File: config.mk
export PLATFORM = sky130hd
export DESIGN_NAME = escaped_frame_encoder
export DESIGN_NICKNAME = d
export VERILOG_FILES = /design/src/rtl/core/efe_pkg.sv /design/src/rtl/core/efe_cfg.sv /design/src/rtl/core/efe_encode.sv /design/src/rtl/core/efe_outq.sv /design/src/rtl/core/escaped_frame_encoder.sv
export SDC_FILE = /design/constraint.sdc
export NUM_CORES = 1
export LEC_CHECK = 0
export BUFFER_PORTS_ARGS = -buffer_cell sky130_fd_sc_hd__buf_2
export CAP_MARGIN = 15
export CORE_ASPECT_RATIO = 1.75
export CORE_MARGIN = 2
export CORE_UTILIZATION = 42
export DETAILED_ROUTE_END_ITERATION = 10
export SKIP_LAST_GASP = 1
export SYNTH_ARGS = -nofsm -noshare
export SYNTH_HDL_FRONTEND = slang
export SYNTH_HIERARCHICAL = 1
export SYNTH_SLANG_ARGS = --single-unit
File: constraint.sdc
create_clock -name clk -period 30.2 [get_ports clk]
set_input_delay 3.02 -clock clk [delete_from_list [all_inputs] [get_ports clk]]
set_output_delay 3.02 -clock clk [all_outputs]
set_load 0.03 [all_outputs]
File: src/rtl/core/efe_pkg.sv
// shared types and constants for the escaped frame encoder
`timescale 1ns / 1ps

package efe_pkg;

    // most words one input word can produce: start, two escaped length bytes,
    // one escaped payload byte and the checksum
    localparam int MaxResults = 8;
    localparam int CntW       = $clog2(MaxResults + 1);
    localparam int PosW       = $clog2(MaxResults);

    localparam logic [7:0]  EscXor      = 8'h20;
    localparam logic [7:0]  SumBase     = 8'hFF;
    localparam logic [16:0] HeaderWorst = 17'd5;

    // register reset values
    localparam logic [7:0]  StartReset  = 8'd126;
    localparam logic [7:0]  EscapeReset = 8'd125;
    localparam logic [15:0] MaxLenReset = 16'd256;

    // register map, byte address = 4 * index
    localparam int AddrW = 4;
    typedef enum logic [1:0] {
        REG_START  = 2'd0,
        REG_ESCAPE = 2'd1,
        REG_MAXLEN = 2'd2,
        REG_NONE   = 2'd3
    } reg_index_t;

    // current configuration as seen by the encoder
    typedef struct packed {
        logic [7:0]  start_byte;
        logic [7:0]  escape_byte;
        logic [15:0] max_raw_length;
    } cfg_t;

    // all output words made from one input word
    typedef struct packed {
        logic [MaxResults-1:0][7:0] bytes;
        logic [CntW-1:0]            count;
        logic                       ends;
        logic                       ovf;
    } word_list_t;

endpackage

File: src/rtl/core/efe_cfg.sv
// configuration register file behind the APB-style port
`timescale 1ns / 1ps

module efe_cfg (
    input  logic                       clk,
    input  logic                       rst_n,
    input  logic                       psel,
    input  logic                       penable,
    input  logic                       pwrite,
    input  logic [efe_pkg::AddrW-1:0]  paddr,
    input  logic [31:0]                pwdata,
    output logic [31:0]                prdata,
    output logic                       pready,
    output efe_pkg::cfg_t              cfg
);

    efe_pkg::cfg_t      cfg_reg;
    efe_pkg::reg_index_t index;
    logic               wr_en;

    assign index  = efe_pkg::reg_index_t'(paddr[efe_pkg::AddrW-1:2]);
    assign pready = 1'b1;
    assign wr_en  = psel && penable && pwrite;
    assign cfg    = cfg_reg;

    // register writes
    always_ff @(posedge clk or negedge rst_n)
    begin
        if (!rst_n)
        begin
            cfg_reg.start_byte     <= efe_pkg::StartReset;
            cfg_reg.escape_byte    <= efe_pkg::EscapeReset;
            cfg_reg.max_raw_length <= efe_pkg::MaxLenReset;
        end
        else if (wr_en)
        begin
            case (index)
                efe_pkg::REG_START:  cfg_reg.start_byte     <= pwdata[7:0];
                efe_pkg::REG_ESCAPE: cfg_reg.escape_byte    <= pwdata[7:0];
                efe_pkg::REG_MAXLEN: cfg_reg.max_raw_length <= pwdata[15:0];
                default: ;
            endcase
        end
    end

    // read back
    always_comb
    begin
        case (index)
            efe_pkg::REG_START:  prdata = {24'd0, cfg_reg.start_byte};
            efe_pkg::REG_ESCAPE: prdata = {24'd0, cfg_reg.escape_byte};
            efe_pkg::REG_MAXLEN: prdata = {16'd0, cfg_reg.max_raw_length};
            default:             prdata = 32'd0;
        endcase
    end

endmodule

File: src/rtl/core/efe_encode.sv
// input register, packet state and single-pass frame encoding
`timescale 1ns / 1ps

module efe_encode (
    input  logic                 clk,
    input  logic                 rst_n,
    input  efe_pkg::cfg_t        cfg,
    input  logic                 in_valid,
    output logic                 in_stall,
    input  logic [7:0]           payload_byte,
    input  logic                 first_of_packet,
    input  logic                 last_of_packet,
    input  logic [15:0]          frame_length,
    input  logic                 list_free,
    output logic                 list_load,
    output efe_pkg::word_list_t  list
);

    // input register
    logic        iv_reg;
    logic        iv_next;
    logic [7:0]  ib_reg;
    logic        ifirst_reg;
    logic        ilast_reg;
    logic [15:0] ilen_reg;

    // packet state
    logic [7:0]  sum_reg;
    logic [7:0]  sum_next;
    logic [16:0] rc_reg;
    logic [16:0] rc_next;
    logic        disc_reg;
    logic        disc_next;
    logic        inpk_reg;
    logic        inpk_next;
    logic        zl_reg;
    logic        zl_next;

    logic        accept;
    logic [16:0] max_ext;

    logic [efe_pkg::MaxResults-1:0][7:0] bytes_v;
    logic [efe_pkg::CntW-1:0]            n;
    logic                                go;
    logic                                abort;
    logic                                ends_v;
    logic                                hi_esc;
    logic                                lo_esc;
    logic                                b_esc;

    assign list_load = iv_reg && list_free;
    assign in_stall  = iv_reg && !list_free;
    assign accept    = in_valid && !in_stall;
    assign max_ext   = {1'b0, cfg.max_raw_length};

    assign hi_esc = (ilen_reg[15:8] == cfg.start_byte) || (ilen_reg[15:8] == cfg.escape_byte);
    assign lo_esc = (ilen_reg[7:0] == cfg.start_byte) || (ilen_reg[7:0] == cfg.escape_byte);
    assign b_esc  = (ib_reg == cfg.start_byte) || (ib_reg == cfg.escape_byte);

    // input valid flag
    always_comb
    begin
        iv_next = iv_reg;
        if (accept)
        begin
            iv_next = 1'b1;
        end
        else if (list_load)
        begin
            iv_next = 1'b0;
        end
    end

    always_ff @(posedge clk or negedge rst_n)
    begin
        if (!rst_n)
        begin
            iv_reg <= 1'b0;
        end
        else
        begin
            iv_reg <= iv_next;
        end
    end

    // input payload capture
    always_ff @(posedge clk)
    begin
        if (accept)
        begin
            ib_reg     <= payload_byte;
            ifirst_reg <= first_of_packet;
            ilast_reg  <= last_of_packet;
            ilen_reg   <= frame_length;
        end
    end

    // build the word list for the registered input word
    always_comb
    begin
        bytes_v   = '0;
        n         = '0;
        go        = 1'b1;
        abort     = 1'b0;
        ends_v    = 1'b0;
        sum_next  = sum_reg;
        rc_next   = rc_reg;
        disc_next = disc_reg;
        inpk_next = inpk_reg;
        zl_next   = zl_reg;

        // header or packet gating
        if (ifirst_reg)
        begin
            inpk_next = 1'b1;
            disc_next = 1'b0;
            sum_next  = '0;
            rc_next   = '0;
            zl_next   = (ilen_reg == 16'd0);
            if (17'({1'b0, ilen_reg} + efe_pkg::HeaderWorst) > max_ext)
            begin
                abort = 1'b1;
                go    = 1'b0;
            end
            else
            begin
                bytes_v[n[efe_pkg::PosW-1:0]] = cfg.start_byte;
                n       = n + 1'b1;
                rc_next = 17'd1;
                if (hi_esc)
                begin
                    bytes_v[n[efe_pkg::PosW-1:0]] = cfg.escape_byte;
                    n = n + 1'b1;
                    bytes_v[n[efe_pkg::PosW-1:0]] = ilen_reg[15:8] ^ efe_pkg::EscXor;
                    n       = n + 1'b1;
                    rc_next = 17'(rc_next + 17'd2);
                end
                else
                begin
                    bytes_v[n[efe_pkg::PosW-1:0]] = ilen_reg[15:8];
                    n       = n + 1'b1;
                    rc_next = 17'(rc_next + 17'd1);
                end
                if (lo_esc)
                begin
                    bytes_v[n[efe_pkg::PosW-1:0]] = cfg.escape_byte;
                    n = n + 1'b1;
                    bytes_v[n[efe_pkg::PosW-1:0]] = ilen_reg[7:0] ^ efe_pkg::EscXor;
                    n       = n + 1'b1;
                    rc_next = 17'(rc_next + 17'd2);
                end
                else
                begin
                    bytes_v[n[efe_pkg::PosW-1:0]] = ilen_reg[7:0];
                    n       = n + 1'b1;
                    rc_next = 17'(rc_next + 17'd1);
                end
            end
        end
        else if (!inpk_reg || disc_reg)
        begin
            go = 1'b0;
            if (ilast_reg)
            begin
                inpk_next = 1'b0;
                disc_next = 1'b0;
            end
        end

        // payload byte with limit checks
        if (go && !zl_next)
        begin
            if ((rc_next > max_ext) || (b_esc && (17'(rc_next + 17'd1) > max_ext)))
            begin
                abort = 1'b1;
                go    = 1'b0;
            end
            else
            begin
                sum_next = sum_next + ib_reg;
                if (b_esc)
                begin
                    bytes_v[n[efe_pkg::PosW-1:0]] = cfg.escape_byte;
                    n = n + 1'b1;
                    bytes_v[n[efe_pkg::PosW-1:0]] = ib_reg ^ efe_pkg::EscXor;
                    n       = n + 1'b1;
                    rc_next = 17'(rc_next + 17'd2);
                end
                else
                begin
                    bytes_v[n[efe_pkg::PosW-1:0]] = ib_reg;
                    n       = n + 1'b1;
                    rc_next = 17'(rc_next + 17'd1);
                end
            end
        end

        // checksum on the last word
        if (go && ilast_reg)
        begin
            if (rc_next > max_ext)
            begin
                abort = 1'b1;
            end
            else
            begin
                bytes_v[n[efe_pkg::PosW-1:0]] = efe_pkg::SumBase - sum_next;
                n         = n + 1'b1;
                ends_v    = 1'b1;
                inpk_next = 1'b0;
            end
        end

        // overflow word closes the list
        if (abort)
        begin
            bytes_v[n[efe_pkg::PosW-1:0]] = 8'd0;
            n      = n + 1'b1;
            ends_v = 1'b1;
            if (ilast_reg)
            begin
                inpk_next = 1'b0;
                disc_next = 1'b0;
            end
            else
            begin
                disc_next = 1'b1;
            end
        end

        list.bytes = bytes_v;
        list.count = n;
        list.ends  = ends_v;
        list.ovf   = abort;
    end

    // packet state update
    always_ff @(posedge clk or negedge rst_n)
    begin
        if (!rst_n)
        begin
            sum_reg  <= '0;
            rc_reg   <= '0;
            disc_reg <= 1'b0;
            inpk_reg <= 1'b0;
            zl_reg   <= 1'b0;
        end
        else if (list_load)
        begin
            sum_reg  <= sum_next;
            rc_reg   <= rc_next;
            disc_reg <= disc_next;
            inpk_reg <= inpk_next;
            zl_reg   <= zl_next;
        end
    end

endmodule

File: src/rtl/core/efe_outq.sv
// result register that hands out the word list one word per cycle while out_stall is low
`timescale 1ns / 1ps

module efe_outq (
    input  logic                 clk,
    input  logic                 rst_n,
    input  logic                 list_load,
    input  efe_pkg::word_list_t  list,
    output logic                 list_free,
    output logic                 out_valid,
    input  logic                 out_stall,
    output logic [7:0]           frame_byte,
    output logic                 frame_end,
    output logic                 overflow
);

    logic [efe_pkg::MaxResults-1:0][7:0] bytes_reg;
    logic [efe_pkg::CntW-1:0]            cnt_reg;
    logic [efe_pkg::CntW-1:0]            cnt_next;
    logic                                end_reg;
    logic                                ovf_reg;
    logic                                pop;
    logic                                final_word;

    assign out_valid  = (cnt_reg != '0);
    assign pop        = out_valid && !out_stall;
    assign final_word = (cnt_reg == efe_pkg::CntW'(1));
    assign list_free  = !out_valid || (pop && final_word);

    assign frame_byte = bytes_reg[0];
    assign frame_end  = final_word && end_reg;
    assign overflow   = final_word && ovf_reg;

    // word count
    always_comb
    begin
        cnt_next = cnt_reg;
        if (list_load)
        begin
            cnt_next = list.count;
        end
        else if (pop)
        begin
            cnt_next = cnt_reg - 1'b1;
        end
    end

    always_ff @(posedge clk or negedge rst_n)
    begin
        if (!rst_n)
        begin
            cnt_reg <= '0;
        end
        else
        begin
            cnt_reg <= cnt_next;
        end
    end

    // word storage, shifts down as words leave
    always_ff @(posedge clk)
    begin
        if (list_load)
        begin
            bytes_reg <= list.bytes;
            end_reg   <= list.ends;
            ovf_reg   <= list.ovf;
        end
        else if (pop)
        begin
            bytes_reg <= {8'd0, bytes_reg[efe_pkg::MaxResults-1:1]};
        end
    end

endmodule

File: src/rtl/core/escaped_frame_encoder.sv
// Escaped frame encoder, top level.
// Input channel (in_valid/in_stall) takes one payload word per packet item with
// first_of_packet, last_of_packet and frame_length. Output channel
// (out_valid/out_stall) gives one raw frame byte per word with frame_end and
// overflow flags. The first item of a packet also produces the start byte and
// the escaped 16-bit length; the last item adds the checksum.
// Path: an accepted word is held in the input register, encoded from there
// and loaded into the output word register, which gives its first output word.
// Throughput: one input word produces 0 to 8 output words, and the output
// register sends one word per cycle while out_stall is low; a new list loads
// as the last word of the current one leaves. The output register is the
// pacing element.
// Stall: while out_stall is high the output word holds; one word waits in
// the input register, then in_stall rises.
// Reset: clears packet state and both valid flags and loads the register
// defaults (start 0x7E, escape 0x7D, limit 256). The user must write registers
// over the APB-style port only while the block is idle; it is not enforced.
`timescale 1ns / 1ps

module escaped_frame_encoder (
    input  logic                      clk,
    input  logic                      rst_n,
    input  logic                      psel,
    input  logic                      penable,
    input  logic                      pwrite,
    input  logic [efe_pkg::AddrW-1:0] paddr,
    input  logic [31:0]               pwdata,
    output logic [31:0]               prdata,
    output logic                      pready,
    input  logic                      in_valid,
    output logic                      in_stall,
    input  logic [7:0]                payload_byte,
    input  logic                      first_of_packet,
    input  logic                      last_of_packet,
    input  logic [15:0]               frame_length,
    output logic                      out_valid,
    input  logic                      out_stall,
    output logic [7:0]                frame_byte,
    output logic                      frame_end,
    output logic                      overflow
);

    efe_pkg::cfg_t       cfg;
    efe_pkg::word_list_t list;
    logic                list_load;
    logic                list_free;

    // configuration registers
    efe_cfg u_cfg (
        .clk     (clk),
        .rst_n   (rst_n),
        .psel    (psel),
        .penable (penable),
        .pwrite  (pwrite),
        .paddr   (paddr),
        .pwdata  (pwdata),
        .prdata  (prdata),
        .pready  (pready),
        .cfg     (cfg)
    );

    // encoding stage
    efe_encode u_encode (
        .clk             (clk),
        .rst_n           (rst_n),
        .cfg             (cfg),
        .in_valid        (in_valid),
        .in_stall        (in_stall),
        .payload_byte    (payload_byte),
        .first_of_packet (first_of_packet),
        .last_of_packet  (last_of_packet),
        .frame_length    (frame_length),
        .list_free       (list_free),
        .list_load       (list_load),
        .list            (list)
    );

    // output word register
    efe_outq u_outq (
        .clk        (clk),
        .rst_n      (rst_n),
        .list_load  (list_load),
        .list       (list),
        .list_free  (list_free),
        .out_valid  (out_valid),
        .out_stall  (out_stall),
        .frame_byte (frame_byte),
        .frame_end  (frame_end),
        .overflow   (overflow)
    );

endmodule

### Word-level counts from Yosys, hierarchy flattened

Index checks and enable logic that the tools add are counted.

* output and inout bits: 45
* register bits: 157
* input bits: 69
* logic and storage cells: 200

* reduce and logical (&&, ||, !) cells: 41
* multiplexer cells: 91
* bitwise gates (word level): 5
* add/subtract/negate cells: 14
* equal/unequal tests: 9
* order comparisons: 16

Operator list (number)
* two-way mux 64 bit: 11
* bitwise mux 64 bit: 7
* demux 8 bit (select 3 bit): 6
* two-way mux 17 bit: 8
* two-way mux 8 bit: 15
* greater-than comparator 17 x 16 -> 1 bit: 4
* AND 64 bit: 1
* NOT 64 bit: 1
* two-way mux 4 bit: 13
* == test 8 bit: 6
* one-hot mux 16 bit (3 select lines): 1
* adder 17 x 1 -> 17 bit (second input constant): 2
* adder 17 x 2 -> 17 bit (second input constant): 2
* two-way mux 1 bit: 30
* adder 4 x 1 -> 4 bit (second input constant): 6
* less-than comparator 3 x 4 -> 1 bit (second input constant): 6
* >= comparator 3 x 1 -> 1 bit (second input constant): 6
* logical AND 1 bit: 18
* adder 16 x 3 -> 17 bit (second input constant): 1
* logical NOT 16 bit: 1
* adder 8 bit: 1
* subtractor 8 bit (first input constant): 1
* logical NOT 1 bit: 6
* logical OR 1 bit: 6
* 11 further kinds: 17

### Depth between registers and ports, before layout

Gate-level depths: netlist (run 1).

* depth in word-level cells: 26
* mapped depth: 50

### By module

Netlist (run 1), hierarchy kept.

Modules (own cells, without submodules)
* efe_encode: area each 8164.1 um^2, seq. area each 1506.4 um^2, times used 1, cells an instance 1095
* efe_outq: area each 3041.7 um^2, seq. area each 2082.0 um^2, times used 1, cells an instance 180
* efe_cfg: area each 1597.8 um^2, seq. area each 817.0 um^2, times used 1, cells an instance 125

### Worst setup path after synthesis (run 1)

OpenSTA, ideal clock, no wires.

* path kind: register to register
* from: register u_cfg.cfg_reg (netlist bit u_cfg/cfg[18])
* to: register u_outq/bytes_reg[24] (netlist bit), data pin
* cell stages (with the launch flop): 45
* slack: 20.428 ns
* buffers on the path: 6
* arrival time: 9.512 ns
* cells stage by stage: dfstp_2 > buf_1 > xnor2_1 > nand4_1 > o22ai_1 > clkinv_1 > clkbuf_1 > ha_1 > clkbuf_1 > nand2b_1 > o22ai_1 > ha_1 > and3_1 > and3_1 > nand2_1 > nor2_1 > nand3_1 > or2_2 > [9 not listed] > clkbuf_1 > clkbuf_1 > o21ai_0 > a21oi_1 > nand2_1 > ha_1 > a21o_1 > a21oi_1 > o21ai_0 > a2111oi_0 > a31oi_1 > or3_1 > nor4bb_1 > clkbuf_1 > nand2_1 > a211oi_2 > a21oi_1 > mux2_2

RTL lines
* start: declaration: RTL line efe_cfg.sv:17 `efe_pkg::cfg_t cfg_reg;`
* end signal: assignment: RTL line efe_outq.sv:65 `bytes_reg <= list.bytes;`
* end signal: assignment: RTL line efe_outq.sv:71 `bytes_reg <= {8'd0, bytes_reg[efe_pkg::MaxResults-1:1]};`
* end: declaration: RTL line efe_outq.sv:17 `logic [efe_pkg::MaxResults-1:0][7:0] bytes_reg;`

==> results of run 1 <==
cell families (layout without fill, tap and decap cells):
family,count (synthesis),in the layout,synth area share
xor gates and xnor gates,98,98,0.0670
and+or+nand+nor,442,442,0.168
other,2,17,0.000587
adders and majority gates,82,82,0.0807
DFF,157,157,0.344
muxes,127,127,0.109
buffers and inverters,166,175,0.0587
AOI/OAI and AO/OA,326,326,0.172
per-layer routing:
layer | track usage | share of wire | vias to the layer above
li1 | - | - | 5113
met1 | 0.280 | 0.35 | 5382
met2 | 0.494 | 0.51 | 428
met3 | 0.0397 | 0.041 | 175
met4 | 0.231 | 0.096 | 0
met5 | 0 | 0 | -
cell type report:
type                            count  area [µm²]
Multi-Input combinational cell   1092        7720
Inverter                           49         184
Fill cell                        2942       16200
Clock inverter                     10        70.1
Timing Repair Buffer               94         508
Clock buffer                       22         528
Sequential cell                   157        4410
Tap cell                          387         484
per-stage QoR:
stage / setup WS, ps / total power (W) / area (µm²) / utilization / cells
3_3_place_gp: 17070 / 0.000973 / 13300 / 0.442 / 1778
3_5_place_dp: 17010 / 0.000987 / 13300 / 0.442 / 1778
5_1_grt: 16220 / 0.00128 / 13900 / 0.462 / 1811
2_1_floorplan: 20430 / 0.000813 / 12900 / - / 1415
4_1_cts: 16940 / 0.00121 / 13900 / 0.462 / 1810
6_report: 16980 / 0.00121 / 13900 / 0.462 / 1811
worst paths after layout:
| kind | startpoint | endpoint | slack, ps |
|---|---|---|---|
| worst min-delay path | u_encode/sum_reg[2] | u_encode/sum_reg[2] | 480 |
| worst max-delay path | u_encode/ilen_reg[6] | u_outq/bytes_reg[21] | 16980 |
| worst min register to register | u_encode/sum_reg[2] | u_encode/sum_reg[2] | 480 |
| min in group asynchronous | rst_n | u_encode/sum_reg[0] | 2810 |
| worst max register to register | u_encode/ilen_reg[6] | u_outq/bytes_reg[21] | 16980 |
| max in group asynchronous | rst_n | u_encode/rc_reg[0] | 26730 |
cell usage in the layout, fill, tap and decap left out, types with 13 or more instances in the layout:
master and instances:
dfrtp_1 52, a31oi_1 24, nand3_1 38, o22ai_1 16
mux2i_1 29, o21ai_0 75, dfstp_2 13, xor2_1 16
nand2_1 153, mux2_2 85, nand4_1 29, and2_1 27
nor2_1 88, buf_2 78, buf_4 15, a21oi_1 58
clkbuf_16 20, xnor2_1 82, inv_1 46, nor2b_1 30
edfxtp_1 92, conb_1 17, mux2_1 13, a211oi_1 25
ha_1 81, nor3_1 15, a22oi_1 33
power by group through the flow:
stage / registers [W] / clock network (W) / logic [W]
2_1_floorplan: 0.000373 / 0 / 0.000440
3_3_place_gp: 0.000415 / 0 / 0.000558
3_5_place_dp: 0.000419 / 0 / 0.000568
4_1_cts: 0.000415 / 0.000224 / 0.000572
5_1_grt: 0.000425 / 0.000233 / 0.000625
6_report: 0.000417 / 0.000219 / 0.000576
worst min-delay path: stages (launching register included):
cell,delay [ps]
dfrtp_1,340
nand2_1,40
o21ai_0,60
==> impl_summary.md, run 1 <==
STA
Static timing analysis puts the maximum clock frequency at 0.0756 GHz. The final number of hold-violating endpoints came to 0. In the final timing run, aggregate negative setup slack is 0 ps. The count of pins over their slew limit is 0. In the finished design, the share of the clock period the worst path needs comes to 0.438. The shortest period the worst path allows is 13220 ps. The total setup violations reported at the end of the flow is 0.

The clock arrives with 13.0 ps of skew. Setup repair after global routing left no endpoint under its margin. The slew at the pin closest to its max-slew limit is 1370 ps.

Hold timing on the final database bottoms out at a slack of 481 ps. The worst relative slew slack is 0.0763.

Global routing
The pin count of the biggest net entering global routing is 76. The first global-routing pass estimated 65900 µm of wire. Summed over all layers, the global routing overflow is 0. The initial antenna violation count is 0. The via count of the first global-routing pass is 11200. Across every metal layer, demand over resource in global routing totals 0.278.

Outcome
The flow ran to the end, and the final reports show no timing, DRC or antenna violations.

Route
The total via count in the routed design is 11100. The pre-antenna-repair detailed-routing pass consisted of 5 iterations. After detailed routing, the total wire length is 43700 µm. In this run the remaining antenna-violating nets after routing total 0. In the final routed layout, each cell accounts on average for 24.2 µm.

The number of remaining DRC errors is 0. For this block, the initial DRC count from the detailed router was 897. After detailed routing, the number of vias per cell comes to 6.13.

Logic synthesis
The number of synthesized register bits is 157. After synthesis the cells add up to 0.0128 mm². Ranked by instance count, the synthesized netlist is headed by nand2_1, edfxtp_1, nor2_1. The mean area per synthesized cell is 9.15 µm². The post-synthesis cell type with the largest combined area is edfxtp_1. The share of synthesized flip-flops with an asynchronous set or reset is 0.414. The most used flip-flop cell after synthesis is edfxtp_1. After synthesis, the netlist uses 78 different library cells. In the synthesized netlist, the number of instances is 1400. By instance count, the leading cell after synthesis is nand2_1.

The share of synthesized area in the top cell type comes to 0.216. The synthesized design contains 92 enable-type register cells. In the post-synthesis netlist, the biggest area contributors are edfxtp_1, dfrtp_1, ha_1. The total number of yosys warnings is 6. Of the synthesized area, sequential elements account for 0.344.

Critical path
The count of buffering cells on the critical path with inverters included is 1. By startpoint and endpoint, the worst setup path is classified as reg -> reg. The worst-case reg-to-reg path depth is 43.

The type of destination of the critical path is a flip-flop. The critical path runs through a total of 43 cells. The endpoint required time on the critical path is 30520 ps. The kind of cell with the highest combined delay on the critical path is simple AND/OR/NAND/NOR gates.

Of all nets on the critical path, the largest fanout is 17. STA classifies the critical path startpoint as a flip-flop. The maximum cell stage delay along the critical path is 760 ps. The most used cell along the critical path is ha_1. Data arrives at the worst endpoint at 13540 ps.

The slowest stage of the critical path is the edfxtp_1 cell.

CTS
The number of buffers between clock root and the deepest sink is 2. After clock tree synthesis, the setup repair step added 0 buffers. The cell sitting at the root of the clock tree is a clkbuf_16. The CTS tree is built. Hold repair after CTS inserted 0 buffers. The clock transition at the register clock pins on the worst setup and hold paths after CTS is 70 ps. The CTS buffer count is 17.

The number of sinks driven by the clock tree is 157. At the later pin of the worst-skew pair, clock insertion delay measures 460 ps. The level count of the clock H-tree is 4. The count of instances resized after the clock tree is built is 0.

Placed design
Input and output buffers added on the ports amount to 78. Detailed placement finished with a half-perimeter wire length of 32400 µm. The final RePlAce weighted congestion is 1.02.

Floorplan
The height of the die is 235 µm. The floorplan has 84 rows. The I/O pin total is 114. The starting density of the core is 0.426. The overall die area is 0.0320 mm².

The width of the chip is 136 µm. The total area inside the core boundary comes to 0.0301 mm².

Power and ir drop
The cell leakage power is 5.52 nW. The switching power share of the total is 0.442. The worst ir drop on vdd is 0.0444 mV. The share of power burned in the clock network is 0.181.

The fraction of power consumed by sequential logic is 0.344. Dividing total power by cell area gives a power density of 87.2 mW/mm². The net switching power is 0.000536 W.

The internal portion of the total power is 0.000676 W. The part of the power in combinational logic is 0.476.

Worst hold path
The class of the tightest hold or removal check is reg -> reg. The worst hold path passes through 2 cells.

Layout
0 antenna diodes ended up in the layout. The number of flip-flops under the largest register name is 56. From synthesis to final layout, the design area changed by 8.53%. After the last flow step, the layout net total stands at 1562. Of the cells placed in the final design, the portion with a size suffix greater than 1 is 0.171.

Job
The total of max-cap violations is 0.
Power figures use the tool's default switching activity.
==> run 2, diff against run 1 <==
clock period = 12.6 ns   (was 30.2 ns; I/O delays follow)
==> run 2 against run 1 <==
  * Sequential power rose by 140%
  * Clock power rose to 2.5 times the previous value
  * Combinational power rose by 140%
  * Largest cell class unchanged
  * First-iteration DRC count fell by 14%
  * Highest routed layer unchanged
  * Largest power group unchanged
  * Final area rose by 1.6%
  * Critical path type unchanged
==> impl_summary.md, run 2 (synthesis results as in run 1) <==
Outcome
The run finished with clean final reports.

Floorplan
The standard cell core area is 0.0301 mm² (unchanged). The total number of placement rows is 84 (unchanged). The I/O pin total is 114 (unchanged). The height of the die was 235 µm (unchanged). The width of the chip is 136 µm (unchanged).

The overall die area is 0.0320 mm² (unchanged). The starting density of the core is 0.426 (unchanged).

Global routing
The overall fraction of global-route tracks in use is 0.277 (-0.00138). The initial antenna violation count is 0 (unchanged). The total congestion overflow is 0 (unchanged). The wire length of the first global-routing pass is 65300 µm (-0.98%). The pin count of the biggest net entering global routing is 75 (-1.3%). The via count of the first global-routing pass is 11200 (-0.045%).

Route
The number of remaining DRC errors came to 0 (unchanged). The number of vias per cell after detailed routing is 6.09 (-0.54%). The first-pass iteration count of the detailed router is 5 (unchanged). The post-detailed-routing wire length is 44100 µm (+0.81%). The number of nets still failing antenna checks after routing is 0 (unchanged). The average wire per standard cell is 24.1 µm (-0.40%). The violation count after the first detailed-routing iteration is 772 (-14%).

The total via count in the routed design came to 11200 (+0.67%).

STA
The count of pins over their slew limit is 0 (unchanged). The setup skew after layout is 10.8 ps (-2.19 ps). The final critical-path setup slack is 713 ps (-16270 ps). The shortest period the worst path allows was 11890 ps (-1330 ps). The slew at the pin closest to its max-slew limit is 1070 ps (-294 ps).

The top achievable clock speed is 0.0841 GHz (+11%). The total negative slack came to 0 ps (unchanged). Setup repair after global routing left no endpoint under its margin. The worst relative slew slack is 0.283 (+0.206). The part of the cycle the worst path needs is 0.943 (+0.506).

The total setup violations reported at the end of the flow was 0 (unchanged). The final number of hold-violating endpoints came to 0 (unchanged).

Critical path
STA classifies the critical path startpoint as a flip-flop. The endpoint required time on the critical path is 12930 ps (-17590 ps). The largest driver fanout on the critical path is 18 (+1).

The worst setup path is captured at a flip-flop. The beginning of the critical path is u_encode/ilen_reg[2]. The endpoint of the worst register-to-register path is u_outq/bytes_reg[23]. The worst-case reg-to-reg path depth is 43 (unchanged).

For this design, the slowest cell found on the critical path is edfxtp_1. The start-to-end type of the worst setup path is reg -> reg. The worst path arrival time is 12210 ps (-1330 ps).

The critical path ends at u_outq/bytes_reg[23]. The slack of the worst reg-to-reg path is 710 ps (-16270 ps). The maximum cell stage delay along the critical path was 740 ps (-20 ps). The worst register-to-register path begins at u_encode/ilen_reg[2].

CTS
The clock transition at the register clock pins on the worst setup and hold paths after CTS is 70 ps (about the same). TritonCTS built the clock tree. The number of buffers between clock root and the deepest sink is 2 (unchanged). The root buffer cell is clkbuf_16. The level count of the clock H-tree is 4 (unchanged).

The CTS buffer count was 17 (unchanged). The number of sinks driven by the clock tree is 157 (unchanged). The insertion delay to the later sink of the worst-skew pair came to 460 ps (about the same).

Layout
Compared with the post-synthesis result, the final layout area differs by 10.2%. In the layout the commonest cells are nand2_1, edfxtp_1, nor2_1, mux2_2, xnor2_1. The number of flip-flops under the largest register name is 56 (unchanged). The net total in the final layout is 1584 (+1.4%). The post-route cell area is 0.0141 mm² (+1.6%).

Leaving out fill and tap cells, the most frequent cell in the layout is nand2_1. The share of cells above drive strength 1 came to 0.183 (+0.0119). The count of inserted antenna diode cells is 0 (unchanged). The number of filler cells placed in the layout is 2941 (-0.034%).

Placed design
The HPWL after detailed placement is 33300 µm (+2.8%). The final RePlAce weighted congestion came to 0.969 (-5.1%). The post-place setup slack is 943 ps (-16070 ps). The area after detailed placement was 0.0135 mm² (+1.3%). The port buffer count is 78 (unchanged).

Worst hold path
The class of the tightest hold or removal check is reg -> reg. The cell count of the worst hold path was 2 (unchanged).

Power and ir drop
The cell leakage power is 5.65 nW (+2.2%). The areal power density over the cells came to 208 mW/mm² (+140%). The worst ir drop on vdd is 0.127 mV (+180%).

Job
The total of max-cap violations is 0 (unchanged).
run 2: cell types whose count changed in the layout (fill, tap and decap cells not counted), sizes merged:
cell    delta
buf       +23
inv        +2
bufinv     +1
clkinv     -4
run 2: worst min-delay path by stage:
| stage | startpoint | to | slack [ps] |
|---|---|---|---|
| after CTS | u_encode/sum_reg[1] | u_encode/sum_reg[1] | 480 |
| after floorplan | u_encode/sum_reg[0] | u_encode/sum_reg[0] | 440 |
| after global routing | u_encode/sum_reg[2] | u_encode/sum_reg[2] | 500 |
| final | u_encode/sum_reg[4] | u_encode/sum_reg[4] | 480 |
| after detailed placement | u_encode/sum_reg[2] | u_encode/sum_reg[2] | 470 |
| after global placement | u_encode/sum_reg[2] | u_encode/sum_reg[2] | 460 |
run 2: report_power, final:
group | switching, W | internal, W | total (W)
sequential | 0.000184 | 0.000810 | 0.000994
clock | 0.000230 | 0.000320 | 0.000551
combinational | 0.000860 | 0.000531 | 0.00139
total | 0.00127 | 0.00166 | 0.00294
run 2: timing repair:
| item | 4_1_cts | 5_1_grt |
|---|---|---|
| hold buffers | 0 | 0 |
| buffers inserted | 0 | 4 |
| endpoints found under the setup margin | 0 | 14 |
| resized for setup | 0 | 0 |
run 2: worst max-delay path: cells and delay by family (launching register included):
| kind | cells | cell delay, ps |
|---|---|---|
| DFF | 1 | 740 |
| buffers and inverters | 2 | 570 |
| muxes | 1 | 250 |
| AOI/OAI and AO/OA | 14 | 3520 |
| adders and majority gates | 4 | 1150 |
| xor gates and xnor gates | 1 | 160 |
| and+or+nand+nor | 21 | 5400 |
run 2: cell type report:
cell class                 instances  area (µm²)  share of cell area
clock buffer                      23         532              0.0377
clock inverter                     9        90.1             0.00638
inverter                          49         184              0.0130
multi-input combinational       1092        7720               0.547
sequential                       157        4410               0.312
tap                              387         484              0.0343
timing repair buffer             116         701              0.0496
run 2: stage by stage:
step | hold slack, ps | cells | power [W] | util
2_1_floorplan | 442 | 1415 | 0.00195 | -
3_3_place_gp | 457 | 1797 | 0.00234 | 0.448
3_5_place_dp | 469 | 1797 | 0.00237 | 0.448
4_1_cts | 484 | 1829 | 0.00293 | 0.468
5_1_grt | 502 | 1833 | 0.00310 | 0.469
6_report | 481 | 1833 | 0.00294 | 0.469
run 2: layer usage:
metal  vias to the layer above  track usage  wire length, µm
met3                       198       0.0375             1770
met2                       479        0.493            22900
met4                         0        0.243             4300
met1                      5334        0.273            15200
li1                       5161            -                -
met5                         -            0                0
==> run 3, diff against run 2 <==
GPL_TIMING_DRIVEN = 0   (was unset)
MAX_ROUTING_LAYER = met4   (was unset)
PLACE_DENSITY = 0.61   (was unset)
==> run 3 against run 2 <==
  * Register-to-register slack got worse by 150 ps
  * Sequential share of layout area fell by 0.94 points
  * Combinational power increased by 15%
  * Critical path depth down 3
  * Clock skew up 0.62 ps
  * Highest routed layer unchanged
==> impl_summary.md, run 3 (synthesis results as in run 1) <==
Outcome
The run finished with clean final reports.

CTS
The CTS buffer count is 17 (unchanged). The post-cts hold buffer count is 0 (unchanged). The level count of the clock H-tree came to 4 (unchanged).

The root buffer cell is clkbuf_16. TritonCTS built the clock tree. The number of buffers between clock root and the deepest sink was 2 (unchanged). The clock transition at the register clock pins on the worst setup and hold paths after CTS is 70 ps (about the same). The insertion delay to the later sink of the worst-skew pair is 460 ps (about the same). The number of sinks driven by the clock tree was 157 (unchanged).

STA
The shortest period the worst path allows was 12040 ps (+150 ps). The total setup violations reported at the end of the flow is 0 (unchanged). The final number of hold-violating endpoints is 0 (unchanged). The worst relative slew slack is 0.205 (-0.0773).

Setup repair after global routing left no endpoint under its margin. The count of pins over their slew limit was 0 (unchanged). The slew at the pin closest to its max-slew limit was 1180 ps (+103 ps).

The final critical-path setup slack was 563 ps (-150 ps). The total negative slack is 0 ps (unchanged). The part of the cycle the worst path needs is 0.955 (+0.0119).

The setup skew after layout is 11.4 ps (+0.620 ps). The top achievable clock speed was 0.0831 GHz (-1.2%).

Floorplan
The overall die area is 0.0320 mm² (unchanged). The height of the die came to 235 µm (unchanged). The total number of placement rows is 84 (unchanged). The width of the chip was 136 µm (unchanged). The I/O pin total was 114 (unchanged). The standard cell core area is 0.0301 mm² (unchanged).

The starting density of the core is 0.426 (unchanged).

Layout
The number of filler cells placed in the layout was 2899 (-1.4%). The library cells used most frequently in the layout, excluding fill and tap cells, are nand2_1, edfxtp_1, nor2_1, buf_2, mux2_2. The net total in the final layout is 1663 (+5.0%). The count of inserted antenna diode cells is 0 (unchanged).

The number of flip-flops under the largest register name is 56 (unchanged). The post-layout instance count excluding filler cells came to 1911 (+4.3%). The share of cells above drive strength 1 came to 0.190 (+0.00772). Compared with the post-synthesis result, the final layout area differs by 13.6%. The commonest non-fill, non-tap cell in the layout is nand2_1.

Critical path
The type of destination of the critical path is a flip-flop. The worst path arrival time was 12360 ps (+150 ps). The largest driver fanout on the critical path is 11 (-7). The critical path is of the reg -> reg type.

The maximum cell stage delay along the critical path came to 650 ps (-90 ps). STA classifies the critical path startpoint as a flip-flop. On the critical path, the stage with the largest delay is an instance of or4_1.

The endpoint required time on the critical path was 12930 ps (about the same). The most used cell along the critical path is ha_1.

Route
The total via count in the routed design was 11500 (+2.5%). The violation count after the first detailed-routing iteration came to 790 (+2.3%). The first-pass iteration count of the detailed router is 5 (unchanged). The average wire per standard cell is 25.7 µm (+6.6%). The number of remaining DRC errors came to 0 (unchanged).

The post-detailed-routing wire length was 49000 µm (+11%). The number of nets still failing antenna checks after routing was 0 (unchanged). The number of vias per cell after detailed routing is 5.99 (-1.7%).

Power and ir drop
The worst ir drop on vdd is 0.109 mV (-13%). The cell leakage power is 5.82 nW (+3.1%). The areal power density over the cells came to 211 mW/mm² (+1.6%).

Global routing
The total congestion overflow is 0 (unchanged). The pin count of the biggest net entering global routing is 59 (-21%). The overall fraction of global-route tracks in use is 0.318 (+0.0411). The initial antenna violation count came to 0 (unchanged). The wire length of the first global-routing pass is 71700 µm (+9.9%).

The via count of the first global-routing pass is 11400 (+1.8%).

Placed design
The HPWL after detailed placement came to 39100 µm (+17%). The total instance count after detailed placement is 1884 (+4.8%). The final RePlAce weighted congestion is 0.973 (+0.41%). The port buffer count is 78 (unchanged). The post-place setup slack is -711 ps (-1650 ps).

Worst hold path
The class of the tightest hold or removal check is reg -> reg.

Job
The total of max-cap violations came to 0 (unchanged).
run 3: changes by cell type in the layout (fill, tap and decap cells not counted), moves of 5 or more:
| cell | delta |
|---|---|
| clkbuf_2 | +5 |
| clkbuf_1 | +50 |
| buf_1 | +7 |
| buf_2 | +9 |
run 3: worst paths after layout:
check | start | to | slack [ps] | cells past startpoint
min | u_encode/sum_reg[3] | u_encode/sum_reg[3] | 480 | 2
max in group asynchronous | rst_n | u_cfg/cfg[19] | 11350 | 2
min in group asynchronous | rst_n | u_encode/sum_reg[0] | 650 | 1
max | u_cfg/cfg[21] | u_outq/frame_byte[4] | 560 | 40
min reg2reg | u_encode/sum_reg[3] | u_encode/sum_reg[3] | 480 | 2
max reg2reg | u_cfg/cfg[21] | u_outq/frame_byte[4] | 560 | 40
run 3: through the flow:
step	instance area, µm²	utilization	total power [W]	hold WS (ps)
finish	14600	0.484	0.00307	481
global route	14600	0.484	0.00323	528
CTS	14400	0.481	0.00305	482
detailed placement	13800	0.461	0.00250	466
global placement	13700	0.457	0.00248	461
floorplan	12900	-	0.00195	442
run 3: power breakdown:
| part | switching (W) | leakage [nW] | total (W) | internal [W] |
|---|---|---|---|---|
| Sequential | 0.000137 | 1.70 | 0.000945 | 0.000807 |
| Combinational | 0.00102 | 3.83 | 0.00160 | 0.000579 |
| Clock | 0.000237 | 0.282 | 0.000532 | 0.000296 |
run 3: what timing repair did:
item / 4_1_cts / 5_1_grt
setup endpoints to repair: 65 / 67
buffers inserted: 0 / 11
resized for setup: 6 / 24
pin swaps: 0 / 4
run 3: final cells by class:
cell class / count / area [µm²] / area share
clock buffer: 18 / 429 / 0.0295
inverter: 49 / 184 / 0.0126
tap: 387 / 484 / 0.0333
clock inverter: 13 / 155 / 0.0107
sequential: 157 / 4410 / 0.303
timing repair buffer: 93 / 583 / 0.0401
multi-input combinational: 1092 / 7790 / 0.535
buffer: 102 / 522 / 0.0359
run 3: metal layers:
| layer | track usage | vias up | share of wire |
|---|---|---|---|
| met4 | 0.246 | 0 | 0.093 |
| met1 | 0.318 | 5526 | 0.35 |
| met5 | - | - | 0 |
| li1 | - | 5320 | - |
| met3 | 0.0429 | 171 | 0.038 |
| met2 | 0.547 | 435 | 0.51 |
run 3: worst max-delay path: cells and delay by family, from the launching register on:
family / cells / cell delay [ps]
compound gates: 15 / 3730
simple gates: 11 / 3620
buf+inv: 7 / 2300
fa+ha+maj: 4 / 1130
flops: 1 / 590
xor+xnor: 2 / 330
mux: 1 / 140
